==> src/hdl/spr_pkg.sv <==
// Shared types and constants for the Sierpinski pattern pixel generator.
// No dependencies; every other file in hdl/ imports this package.
`default_nettype none

package spr_pkg;

  // Default sizes, handed to the top-level parameters
  localparam int COORD_BITS_DEF     = 32;
  localparam int TERNARY_DIGITS_DEF = 21;

  // Fixed field widths
  localparam int PIXEL_BITS   = 14;
  localparam int RANDOM_BITS  = 32;
  localparam int HALF_BITS    = 16;
  localparam int SPAN_BITS    = 14;
  localparam int MOD_BITS     = SPAN_BITS + 1;
  localparam int CFG_IDX_BITS = 2;
  localparam int CFG_DATA_BITS = 14;

  // Configuration register indexes
  localparam logic [CFG_IDX_BITS-1:0] CFG_IDX_FRACTAL = 2'd0;
  localparam logic [CFG_IDX_BITS-1:0] CFG_IDX_JUMP    = 2'd1;

  // Reset values of the configuration registers
  localparam logic [SPAN_BITS-1:0] JUMP_SPAN_RESET = 14'd100;

  // Pattern select codes
  typedef enum logic {
    FRACTAL_CARPET   = 1'b0,
    FRACTAL_TRIANGLE = 1'b1
  } spr_fractal_t;

  // Per-pixel classification flags carried down the digit chain
  typedef struct packed {
    logic done;   // outcome already known
    logic hit;    // pixel filled
  } spr_flags_t;

  // Status of the jump remainder unit
  typedef struct packed {
    logic busy;   // a jump is being computed or applied
    logic done;   // offsets valid this cycle
  } spr_jump_stat_t;

endpackage : spr_pkg

`default_nettype wire

==> src/hdl/spr_entry.sv <==
// Entry pipeline: registers the pixel, adds the pan offset, takes magnitudes
// and settles triangle pixels. Three stages, valid/ready. Depends on spr_pkg.
`default_nettype none

module spr_entry
  import spr_pkg::*;
#(
  parameter int COORD_BITS = COORD_BITS_DEF
) (
  input  wire logic                  clk,
  input  wire logic                  rst_n,
  input  wire logic                  up_valid,
  output logic                       up_ready,
  input  wire logic [PIXEL_BITS-1:0] pixel_x,
  input  wire logic [PIXEL_BITS-1:0] pixel_y,
  input  wire logic                  triangle,
  input  wire logic [COORD_BITS-1:0] view_x,
  input  wire logic [COORD_BITS-1:0] view_y,
  output logic                       dn_valid,
  input  wire logic                  dn_ready,
  output spr_flags_t                 dn_flags,
  output logic [COORD_BITS-1:0]      dn_a,
  output logic [COORD_BITS-1:0]      dn_b
);

  logic                  v0_r, v1_r, v2_r;
  logic                  rdy0, rdy1, rdy2;
  logic [PIXEL_BITS-1:0] px0_r, py0_r;
  logic                  tri0_r, tri1_r;
  logic [COORD_BITS-1:0] sx1_r, sy1_r;
  logic [COORD_BITS-1:0] mag_x, mag_y;
  spr_flags_t            flags2_r;
  logic [COORD_BITS-1:0] a2_r, b2_r;

  // A stage takes new data when empty or when its content moves on
  assign rdy2 = !v2_r || dn_ready;
  assign rdy1 = !v1_r || rdy2;
  assign rdy0 = !v0_r || rdy1;

  // Two's complement magnitude; the most negative value reads as unsigned
  assign mag_x = sx1_r[COORD_BITS-1] ? (~sx1_r + 1'b1) : sx1_r;
  assign mag_y = sy1_r[COORD_BITS-1] ? (~sy1_r + 1'b1) : sy1_r;

  always_ff @(posedge clk) begin
    if (!rst_n) begin
      v0_r <= 1'b0;
      v1_r <= 1'b0;
      v2_r <= 1'b0;
    end else begin
      if (rdy0) v0_r <= up_valid;
      if (rdy1) v1_r <= v0_r;
      if (rdy2) v2_r <= v1_r;
    end
    // Stage 0: pixel and pattern select
    if (rdy0) begin
      px0_r  <= pixel_x;
      py0_r  <= pixel_y;
      tri0_r <= triangle;
    end
    // Stage 1: wrapping sums with the pan position
    if (rdy1) begin
      sx1_r  <= COORD_BITS'(px0_r) + view_x;
      sy1_r  <= COORD_BITS'(py0_r) + view_y;
      tri1_r <= tri0_r;
    end
    // Stage 2: magnitudes for the carpet, final answer for the triangle
    if (rdy2) begin
      a2_r          <= mag_x;
      b2_r          <= mag_y;
      flags2_r.done <= tri1_r;
      flags2_r.hit  <= tri1_r && ((sx1_r & sy1_r) != '0);
    end
  end

  assign up_ready = rdy0;
  assign dn_valid = v2_r;
  assign dn_flags = flags2_r;
  assign dn_a     = a2_r;
  assign dn_b     = b2_r;

endmodule : spr_entry

`default_nettype wire

==> config.mk <==
export PLATFORM = sky130hd
export DESIGN_NAME = spr_entry
export DESIGN_NICKNAME = d
export VERILOG_FILES = /design/src/hdl/spr_pkg.sv /design/src/hdl/spr_entry.sv
export SDC_FILE = /design/constraint.sdc
export NUM_CORES = 1
export LEC_CHECK = 0
export CORE_UTILIZATION = 39
export DETAILED_ROUTE_END_ITERATION = 16
export DONT_BUFFER_PORTS = 1
export PLACE_DENSITY = 0.67
export SLEW_MARGIN = 20
export SYNTH_ARGS = -nofsm -noshare
export SYNTH_HDL_FRONTEND = slang
export SYNTH_SLANG_ARGS = --single-unit
==> constraint.sdc <==
create_clock -name clk -period 2.65 [get_ports clk]
set_input_delay 0.53 -clock clk [delete_from_list [all_inputs] [get_ports clk]]
set_output_delay 0.53 -clock clk [all_outputs]
set_load 0.02 [all_outputs]
==> results.yml <==
timing:
  tightest_slew_ns: 0.959
  fin_skew_ns: 0.00760
  timing.setup.tns_ns: -0.429
  slew_viol_final: 0
  period_minus_slack_ns: 2.77
  rsz0062_at_grt: "yes"
  hold_ws_ns: 0.189
  layout_setup_ws_ns: -0.118
  relSlewSlack: 0.361
  finalSetupViolCount: 7
  hold_viol: 0
  min_period_over_period: 1.04
  fmax_ghz: 0.361
clocking:
  cts_buffers: 17
  cts_setup_buffers: 0
  clk_latency_ns: 0.43
  cts_tree: "built"
  cts_buffer_depth: 2
  clkTransAtPathRegs_ns: 0.07
  cts.sinks: 163
  cts-root-buf: "clkbuf_16"
  ctsHtreeMaxLevel: 4
floorplanning:
  die-area_sq_mm: 0.0220
  ioPinCount: 165
  fp.dieW_microns: 148
  rows: 53
  die_h_microns: 148
  start_util: 0.398
  fp.coreArea_sq_mm: 0.0210
finish:
  nets: 855
  diodes: 0
  syn2layout_area_growth_pct: 17.6
  final_util: 0.468
  drive_gt1_frac: 0.158
synth:
  synthTopCellsByArea: "edfxtp_1 58%, xnor2_1 8.5%, ha_1 4.5%"
  synth-compound-area-share: 0.118
  ys_ff_latch: 163
  synth_top_family_by_area: "XOR/XNOR gates"
  synth_edf_count: 160
  syn-instance-count: 656
  synthFlopType: "edfxtp_1"
  yosys_warnings: 0
  synth.most_common_cell: "edfxtp_1"
  synthTopCellsByCount: "160 x edfxtp_1, 81 x xnor2_1, 54 x nand2_1, 35 x xor2_1, 30 x ha_1"
  synth-simple-area-share: 0.114
  ys_types: 58
  yosysTopAreaCell: "edfxtp_1"
  synth_xor_area_frac: 0.122
  yosys.area_share.adder: 0.0498
  yosysTopAreaCellShare: 0.576
  synth.avg_cell_area_sq_um: 12.7
  synthMuxAreaShare: 0
  synth-seq-area-share: 0.584
  async_reset_ff_frac: 0
  syn_nets: 785
  synth_area_sq_mm: 0.00833
grt:
  met2_usage: 0.292
  gr-usage-all-layers: 0.183
  grt_overflow_total: 0
  grt_util_met1: 0.218
  first_global_vias: 5329
  grt_max_degree: 66
  antenna_found_initial: 0
  grt_pass1_wl_microns: 29800
  gr-usage-met3: 0.0742
  busiest_layer: "met2"
route:
  ant_nets: 0
  routed_via_density: 5.36
  drtIter0Drc: 465
  first_pass_iters: 4
  vias: 5438
  wire_per_inst_microns: 19.2
  drcViolationCount: 0
  routed_wl_microns: 19400
setup_path:
  path_max_fanout: 5
  r2r_end: "dn_a[29]"
  endpoint: "dn_a[29]"
  arrival_ns: 2.95
  start_kind: "register"
  critPathRequiredTime_ns: 2.83
  crit_start: "sx1_r[13]"
  r2r_slack_ns: -0.12
  cp-end-kind: "register"
  critPathKind: "reg -> reg"
  reg2reg_depth: 6
  timing.rr.start: "sx1_r[13]"
power:
  power_density_mw_per_mm2: 730
  total_power_mw: 7.16
  leakage_nw: 3.63
  vdd_drop_max_mv: 0.423
place:
  place.detailed.hpwl_microns: 15100
  dp_slack_ns: -0.0980
  portBuffers: 0
  gp_congestion: 0.885
hold_path:
  hold_path_class: "in -> reg"
  holdPathStages: 0
status:
  status: "finished, violations left"
  violations: "setup timing"
job:
  drv_cap: 0
where the power goes:
part	switching [mW]	internal (mW)	total (mW)
Clock	1.04	1.40	2.44
Sequential	0.513	3.28	3.79
Combinational	0.477	0.458	0.935
Total	2.03	5.13	7.16
timing repair:
item	CTS	global route
endpoints found under the setup margin	6	15
resized for setup	1	8
gates cloned	0	0
pin swaps	4	5
hold buffers	0	0
endpoints found under the hold margin	0	0
worst min path at each step:
| stage | from | to | slack, ns |
|---|---|---|---|
| 2_1_floorplan | tri0_r | tri1_r | 0.40 |
| 3_3_place_gp | tri0_r | tri1_r | 0.40 |
| 3_5_place_dp | tri0_r | tri1_r | 0.41 |
| 4_1_cts | triangle | tri0_r | 0.17 |
| 5_1_grt | pixel_x[0] | px0_r[0] | 0.17 |
| 6_report | pixel_y[7] | py0_r[7] | 0.19 |
cell usage in the layout, fill, tap and decap left out, types with 4 or more instances in the layout:
| cell type | Yosys | routed |
|---|---|---|
| edfxtp_1 | 160 | 160 |
| xnor2_1 | 81 | 80 |
| buf_4 | 0 | 57 |
| nand2_1 | 54 | 52 |
| xor2_1 | 35 | 35 |
| ha_1 | 30 | 30 |
| nor2_1 | 23 | 23 |
| a21oi_1 | 21 | 21 |
| o21ai_0 | 21 | 21 |
| clkbuf_16 | 0 | 17 |
| inv_1 | 17 | 16 |
| nand3_1 | 16 | 15 |
| nor3_1 | 15 | 15 |
| o31ai_1 | 16 | 15 |
| a21o_1 | 14 | 14 |
| and3_1 | 10 | 10 |
| o21ai_1 | 11 | 10 |
| nand4_1 | 9 | 9 |
| a22oi_1 | 8 | 8 |
| nor3b_1 | 7 | 7 |
| a211oi_1 | 6 | 6 |
| or3_1 | 6 | 6 |
| o41ai_1 | 7 | 6 |
| nor2b_1 | 5 | 5 |
| o21bai_1 | 5 | 5 |
| nor4_1 | 5 | 5 |
| or4_1 | 5 | 5 |
| nand2b_1 | 5 | 5 |
| o21a_1 | 4 | 4 |
| a221oi_1 | 6 | 4 |
| buf_12 | 0 | 4 |
cells by family (layout without fill, tap and decap cells):
group           count (synthesis)  in the layout
simple gates                  178            178
xor+xnor                      116            116
flops                         163            163
buf+inv                        27            110
compound gates                140            140
fa+ha+maj                      32             32
critical path, stage by stage (launching register included):
cell      delay (ns)
edfxtp_1        0.38
or4_4           0.55
or3_4           0.35
or4_4           0.49
or3_4           0.41
o31ai_4         0.24
xnor2_1         0.10
final cells by class:
class / count / area [sq um]
Fill cell: 1938 / 11200
Inverter: 17 / 63.8
Clock inverter: 14 / 153
Multi-Input combinational cell: 466 / 3440
Clock buffer: 18 / 429
Tap cell: 275 / 344
Timing Repair Buffer: 61 / 508
Sequential cell: 163 / 4860
registers in the layout, indices dropped and copies added, names as in the netlist:
signal	count
dn_flags	2
dn_b	32
py0_r	14
dn_valid	1
dn_a	32
v1_r	1
tri0_r	1
sy1_r	32
px0_r	14
tri1_r	1
sx1_r	32
v0_r	1
stage by stage:
step / instance area (sq um) / cells
final: 9800 / 1014
after global routing: 9800 / 1014
after CTS: 9760 / 1014
after detailed placement: 9180 / 982
after global placement: 9180 / 982
after floorplan: 8360 / 656
metal layers:
layer  wire length (microns)  up-vias
met1                    8110     2577
met5                       0        -
met3                    1680       38
li1                        -     2647
met2                    9020      176
met4                     617        0
(Power assumes the default switching activity.)
