$ cat src/hdl/spr_pkg.sv
// Shared types and constants for the Sierpinski pattern pixel generator.
// No dependencies; every other file in hdl/ imports this package.
`default_nettype none

package spr_pkg;

  // Default sizes, handed to the top-level parameters
  localparam int COORD_BITS_DEF     = 32;
  localparam int TERNARY_DIGITS_DEF = 21;

  // Fixed field widths
  localparam int PIXEL_BITS   = 14;
  localparam int RANDOM_BITS  = 32;
  localparam int HALF_BITS    = 16;
  localparam int SPAN_BITS    = 14;
  localparam int MOD_BITS     = SPAN_BITS + 1;
  localparam int CFG_IDX_BITS = 2;
  localparam int CFG_DATA_BITS = 14;

  // Configuration register indexes
  localparam logic [CFG_IDX_BITS-1:0] CFG_IDX_FRACTAL = 2'd0;
  localparam logic [CFG_IDX_BITS-1:0] CFG_IDX_JUMP    = 2'd1;

  // Reset values of the configuration registers
  localparam logic [SPAN_BITS-1:0] JUMP_SPAN_RESET = 14'd100;

  // Pattern select codes
  typedef enum logic {
    FRACTAL_CARPET   = 1'b0,
    FRACTAL_TRIANGLE = 1'b1
  } spr_fractal_t;

  // Per-pixel classification flags carried down the digit chain
  typedef struct packed {
    logic done;   // outcome already known
    logic hit;    // pixel filled
  } spr_flags_t;

  // Status of the jump remainder unit
  typedef struct packed {
    logic busy;   // a jump is being computed or applied
    logic done;   // offsets valid this cycle
  } spr_jump_stat_t;

endpackage : spr_pkg

`default_nettype wire

$ cat src/hdl/spr_jump_div.sv
// Remainder unit for a new pan destination: half mod (2*span+1), minus span.
// Restoring, one bit per cycle for both axes in parallel. Depends on spr_pkg.
`default_nettype none

module spr_jump_div
  import spr_pkg::*;
(
  input  wire logic                 clk,
  input  wire logic                 rst_n,
  input  wire logic                 start,
  input  wire logic [HALF_BITS-1:0] half_x,
  input  wire logic [HALF_BITS-1:0] half_y,
  input  wire logic [SPAN_BITS-1:0] span,
  output spr_jump_stat_t            stat,
  output logic [HALF_BITS-1:0]      offset_x,
  output logic [HALF_BITS-1:0]      offset_y
);

  localparam int CNT_BITS = $clog2(HALF_BITS);

  typedef enum logic [1:0] {
    JD_IDLE = 2'b01,
    JD_RUN  = 2'b10
  } jd_state_t;

  jd_state_t              state_r, state_nxt;
  logic [CNT_BITS-1:0]    cnt_r, cnt_nxt;
  logic                   done_r, done_nxt;
  logic [HALF_BITS-1:0]   sh_x_r, sh_x_nxt, sh_y_r, sh_y_nxt;
  logic [MOD_BITS-1:0]    rem_x_r, rem_x_nxt, rem_y_r, rem_y_nxt;
  logic [MOD_BITS-1:0]    mod_r, mod_nxt;
  logic [SPAN_BITS-1:0]   span_r, span_nxt;
  logic [HALF_BITS-1:0]   trial_x, trial_y;

  // One restoring step: shift in the next dividend bit, subtract if it fits
  assign trial_x = {rem_x_r, sh_x_r[HALF_BITS-1]};
  assign trial_y = {rem_y_r, sh_y_r[HALF_BITS-1]};

  always_comb begin
    state_nxt = state_r;
    cnt_nxt   = cnt_r;
    done_nxt  = 1'b0;
    sh_x_nxt  = sh_x_r;
    sh_y_nxt  = sh_y_r;
    rem_x_nxt = rem_x_r;
    rem_y_nxt = rem_y_r;
    mod_nxt   = mod_r;
    span_nxt  = span_r;
    case (state_r)
      JD_IDLE: begin
        if (start) begin
          state_nxt = JD_RUN;
          cnt_nxt   = CNT_BITS'(HALF_BITS - 1);
          sh_x_nxt  = half_x;
          sh_y_nxt  = half_y;
          rem_x_nxt = '0;
          rem_y_nxt = '0;
          mod_nxt   = {span, 1'b1};
          span_nxt  = span;
        end
      end
      JD_RUN: begin
        sh_x_nxt = {sh_x_r[HALF_BITS-2:0], 1'b0};
        sh_y_nxt = {sh_y_r[HALF_BITS-2:0], 1'b0};
        if (trial_x >= HALF_BITS'(mod_r)) begin
          rem_x_nxt = MOD_BITS'(trial_x - HALF_BITS'(mod_r));
        end else begin
          rem_x_nxt = MOD_BITS'(trial_x);
        end
        if (trial_y >= HALF_BITS'(mod_r)) begin
          rem_y_nxt = MOD_BITS'(trial_y - HALF_BITS'(mod_r));
        end else begin
          rem_y_nxt = MOD_BITS'(trial_y);
        end
        cnt_nxt = cnt_r - 1'b1;
        if (cnt_r == '0) begin
          state_nxt = JD_IDLE;
          done_nxt  = 1'b1;
        end
      end
      default: begin
        state_nxt = JD_IDLE;
      end
    endcase
  end

  always_ff @(posedge clk) begin
    if (!rst_n) begin
      state_r <= JD_IDLE;
      done_r  <= 1'b0;
    end else begin
      state_r <= state_nxt;
      done_r  <= done_nxt;
    end
    cnt_r   <= cnt_nxt;
    sh_x_r  <= sh_x_nxt;
    sh_y_r  <= sh_y_nxt;
    rem_x_r <= rem_x_nxt;
    rem_y_r <= rem_y_nxt;
    mod_r   <= mod_nxt;
    span_r  <= span_nxt;
  end

  // Remainder minus span lies within +/- span, so 16 bits two's complement hold it
  assign offset_x  = HALF_BITS'(rem_x_r) - HALF_BITS'(span_r);
  assign offset_y  = HALF_BITS'(rem_y_r) - HALF_BITS'(span_r);
  assign stat.busy = (state_r != JD_IDLE) || done_r;
  assign stat.done = done_r;

endmodule : spr_jump_div

`default_nettype wire

$ cat config.mk
export PLATFORM = sky130hd
export DESIGN_NAME = spr_jump_div
export DESIGN_NICKNAME = d
export VERILOG_FILES = /design/src/hdl/spr_pkg.sv /design/src/hdl/spr_jump_div.sv
export SDC_FILE = /design/constraint.sdc
export NUM_CORES = 1
export LEC_CHECK = 0
export BUFFER_PORTS_ARGS = -buffer_cell sky130_fd_sc_hd__buf_2
export CAP_MARGIN = 25
export CORE_ASPECT_RATIO = 1.25
export CORE_MARGIN = 2
export CORE_UTILIZATION = 55
export CTS_BUF_LIST = sky130_fd_sc_hd__clkbuf_4
export DETAILED_ROUTE_END_ITERATION = 8
export GPL_TIMING_DRIVEN = 0
export PLACE_DENSITY = 0.84
export SETUP_SLACK_MARGIN = 0.4
export SLEW_MARGIN = 30
export SYNTH_ARGS = -nofsm -noshare
export SYNTH_HDL_FRONTEND = slang
export SYNTH_SLANG_ARGS = --single-unit
$ cat constraint.sdc
create_clock -name clk -period 3.8 [get_ports clk]
set_input_delay 0.38 -clock clk [delete_from_list [all_inputs] [get_ports clk]]
set_output_delay 0.38 -clock clk [all_outputs]
set_load 0.03 [all_outputs]
==> flow_summary_export.csv <==
group,metric,value,unit
power,leakage,2.876,nW
yosys,syn_inst,601,
floorplan,dieArea,0.01113,mm^2
floorplan,core-area,0.01005,mm^2
clock_network,clk_latency,0.46,ns
route,drcViolationCount,0,
placed_design,portBuffers,82,
placed_design,place_hpwl,10150,um
grt,grt-ovfl-total,0,
clock_network,cts_buffer_depth,2,
setup_path,worstSetupPathType,"reg -> out",
route,vias,4728,
clock_network,cts.sinks,83,
timing,rsz0062_at_grt,"false",
timing,min_period,3.264,ns
floorplan,rows,41,
power,seq_power_share,40.4,%
yosys,ys_seq_elements,83,
yosys,synth-seq-area-share,43.47,%
power,p_comb_share,37.8,%
timing,setup_viol,0,
finish,num-nets-final,786,
timing,fin_skew,0.03127,ns
grt,antenna_found_initial,0,
power,power.density,424.2,mW/mm^2
power,pwr-share-clk,21.8,%
finish,seq_area,0.002462,mm^2
route,ant_nets,0,
finish,stdcell_area,0.006525,mm^2
route,wirelength,13270,um
power,switching_power,0.001015,W
route,avgRoutedWirePerCell,15.91,um
route,avgViaCountPerCell,5.669,
timing,hold_violations,0,
grt,grt_pass1_vias,4692,
route,drtIter0Drc,441,
timing,slew_viol_final,0,
timing,setup_tns,0,ns
yosys,synth-edff-count,80,
timing,worstMarginPinSlew,0.7471,ns
setup_path,worstPathArrival,2.88,ns
yosys,synth_most_common_cell,"nand2_1",
status,status,"completed",
power,vdd_ir_drop_max,0.2239,mV
setup_path,cp.required,3.42,ns
yosys,avgSynthCellArea,9.425,um^2
placed_design,dp.cells,813,
setup_path,critPathMaxFanout,6,
flow_run,cap_violations,0,
worst_hold_path,hold_path.class,"in -> reg",
yosys,synthTopCellsByArea,"edfxtp_1, nand2_1, ha_1, xnor2_1, a21oi_1",
clock_network,cts_made_buffers,9,
yosys,synth_commonest_cells,"nand2_1, edfxtp_1, nor2_1",
finish,finalNonFillerCells,834,
placed_design,dpl-instance-area,0.006271,mm^2
finish,num-fill-cells,834,
timing,slew_headroom,50.20,%
finish,antennaDiodeCount,0,
power,intPower,0.001753,W
power,p_sw_share,36.66,%
yosys,yosys.area.top_type,"edfxtp_1",
floorplan,die_h,117.5,um
finish,syn_to_final_growth,15.20,%
setup_path,critPathCaptureType,"output pin",
yosys,synth.distinct_cells,56,
timing,period_share,85.91,%
yosys,synth_nets,687,
floorplan,num_io_pins,83,
clock_network,htreeDepth,3,
clock_network,cts_tree,"done",
floorplan,initial_core_util,56.33,%
yosys,syn_area,0.005664,mm^2
timing,fmaxAchievable,306.3,MHz
finish,multi_input_comb_area,0.002965,mm^2
yosys,synth_warnings,0,
yosys,async_flop_share,0,%
route,firstDrtPassIters,5,
grt,grt_start_max_net_pins,48,
finish,drive_above_1_share,20.99,%
grt,grt_pass1_wl,21640,um
grt,grt_util_all_layers,24.84,%
clock_network,cts.hold.buffers_added,0,
setup_path,start_kind,"flip-flop",
placed_design,gp_congestion,0.9619,
yosys,netlist.area_leader.share,42.41,%
floorplan,fp.dieW,94.77,um
clock_network,root_buffer,"clkbuf_4",
clock_network,clkTransAtPathRegs,0.15,ns
timing,hold_slack,0.08687,ns
yosys,synthFlopType,"edfxtp_1",
-- kinds of logic (layout without fill, tap and decap cells) --
group / Yosys count / count (layout) / share of synthesized area, %
AND/OR/NAND/NOR: 213 / 213 / 16.41
XOR/XNOR: 50 / 50 / 7.731
AO/OA/AOI/OAI: 132 / 132 / 15.49
multiplexers: 17 / 17 / 3.004
buffers and inverters: 69 / 173 / 5.191
flip-flops: 83 / 83 / 43.47
adder cells (fa/ha/maj): 37 / 37 / 8.703
-- worst max-delay path, cell delays in order, from the launching register on --
cell	delay (ns)
edfxtp_1	0.37
inv_1	0.09
ha_1	0.29
clkbuf_1	0.28
nand2_1	0.20
o21ai_0	0.27
o21ai_2	0.13
o21ai_1	0.28
a21oi_1	0.14
xnor2_1	0.16
buf_2	0.22
-- registers in the layout, summed over array words and instances (netlist names) --
name and flops:
cnt_r 4, done_r 1, mod_r 14, rem_x_r 15
rem_y_r 15, sh_x_r 16, sh_y_r 16, state_r 2
-- stage by stage --
| stage | setup WS (ns) | util [%] | total power [W] |
|---|---|---|---|
| after global routing | 0.3933 | 64.90 | 0.002901 |
| final | 0.5356 | 64.90 | 0.002768 |
| after CTS | 0.3502 | 64.27 | 0.002752 |
| after floorplan | 0.8891 | - | 0.001890 |
| after detailed placement | 0.6220 | 62.37 | 0.002153 |
| after global placement | 0.07272 | 62.02 | 0.002117 |
-- routing by layer --
layer	vias to the layer above	GRT usage (%)	share of wire, %
met1	2209	30.35	40
met4	0	9.873	3.4
met3	39	4.161	6.0
met2	194	43.00	51
met5	-	0	0
li1	2286	-	-
-- layout make-up --
type / instances / share of cell area (%)
multi-input combinational: 449 / 45.45
sequential: 83 / 37.74
timing repair buffer: 88 / 7.325
buffer: 35 / 2.570
tap: 129 / 2.474
inverter: 34 / 1.956
clock buffer: 13 / 1.496
clock inverter: 3 / 0.9971
-- power groups by stage --
stage | combinational, W | sequential, W | clock (W)
CTS | 0.00103 | 0.00112 | 0.000608
floorplan | 0.000757 | 0.00113 | 0
detailed placement | 0.00101 | 0.00114 | 0
finish | 0.00105 | 0.00112 | 0.000603
global placement | 0.000975 | 0.00114 | 0
global route | 0.00113 | 0.00112 | 0.000644
-- cells in the final DEF, fill, tap and decap left out, types with 3 or more instances in the layout --
cell	count
o21a_1	8
nand2_1	121
a21oi_1	33
o21ai_2	4
edfxtp_1	80
nor2b_1	4
and3_1	4
nand3_1	9
inv_1	34
a21oi_2	5
a31oi_1	3
o21ai_0	23
a211oi_2	4
nor2_1	49
xor2_1	17
clkbuf_4	13
a211oi_1	9
o21ai_1	5
buf_4	8
a21o_1	13
ha_1	33
mux2i_1	17
fa_1	3
nor3_1	3
xnor2_1	33
buf_2	91
and2_1	6
nor3b_1	3
dfxtp_1	3
clkbuf_1	20
o211ai_1	3
-- final timing paths --
path | slack (ns) | from | cells after the start | endpoint
max | 0.54 | mod_r[6]$_DFFE_PP_ | 10 | offset_x[13]
max reg2reg | 0.69 | sh_y_r[15]$_DFFE_PP_ | 9 | rem_y_r[13]$_SDFFCE_PN0P_
min reg2reg | 0.53 | sh_x_r[0]$_SDFFCE_PP0P_ | 2 | sh_x_r[1]$_DFFE_PP_
min | 0.09 | span[7] | 1 | mod_r[8]$_DFFE_PP_
-- what timing repair did --
item	in CTS	in global routing
setup buffers	1	4
cloned	0	0
gates resized for setup	7	12
pin swaps	2	3
setup endpoints to repair	6	9
Power figures use the tool's default switching activity.
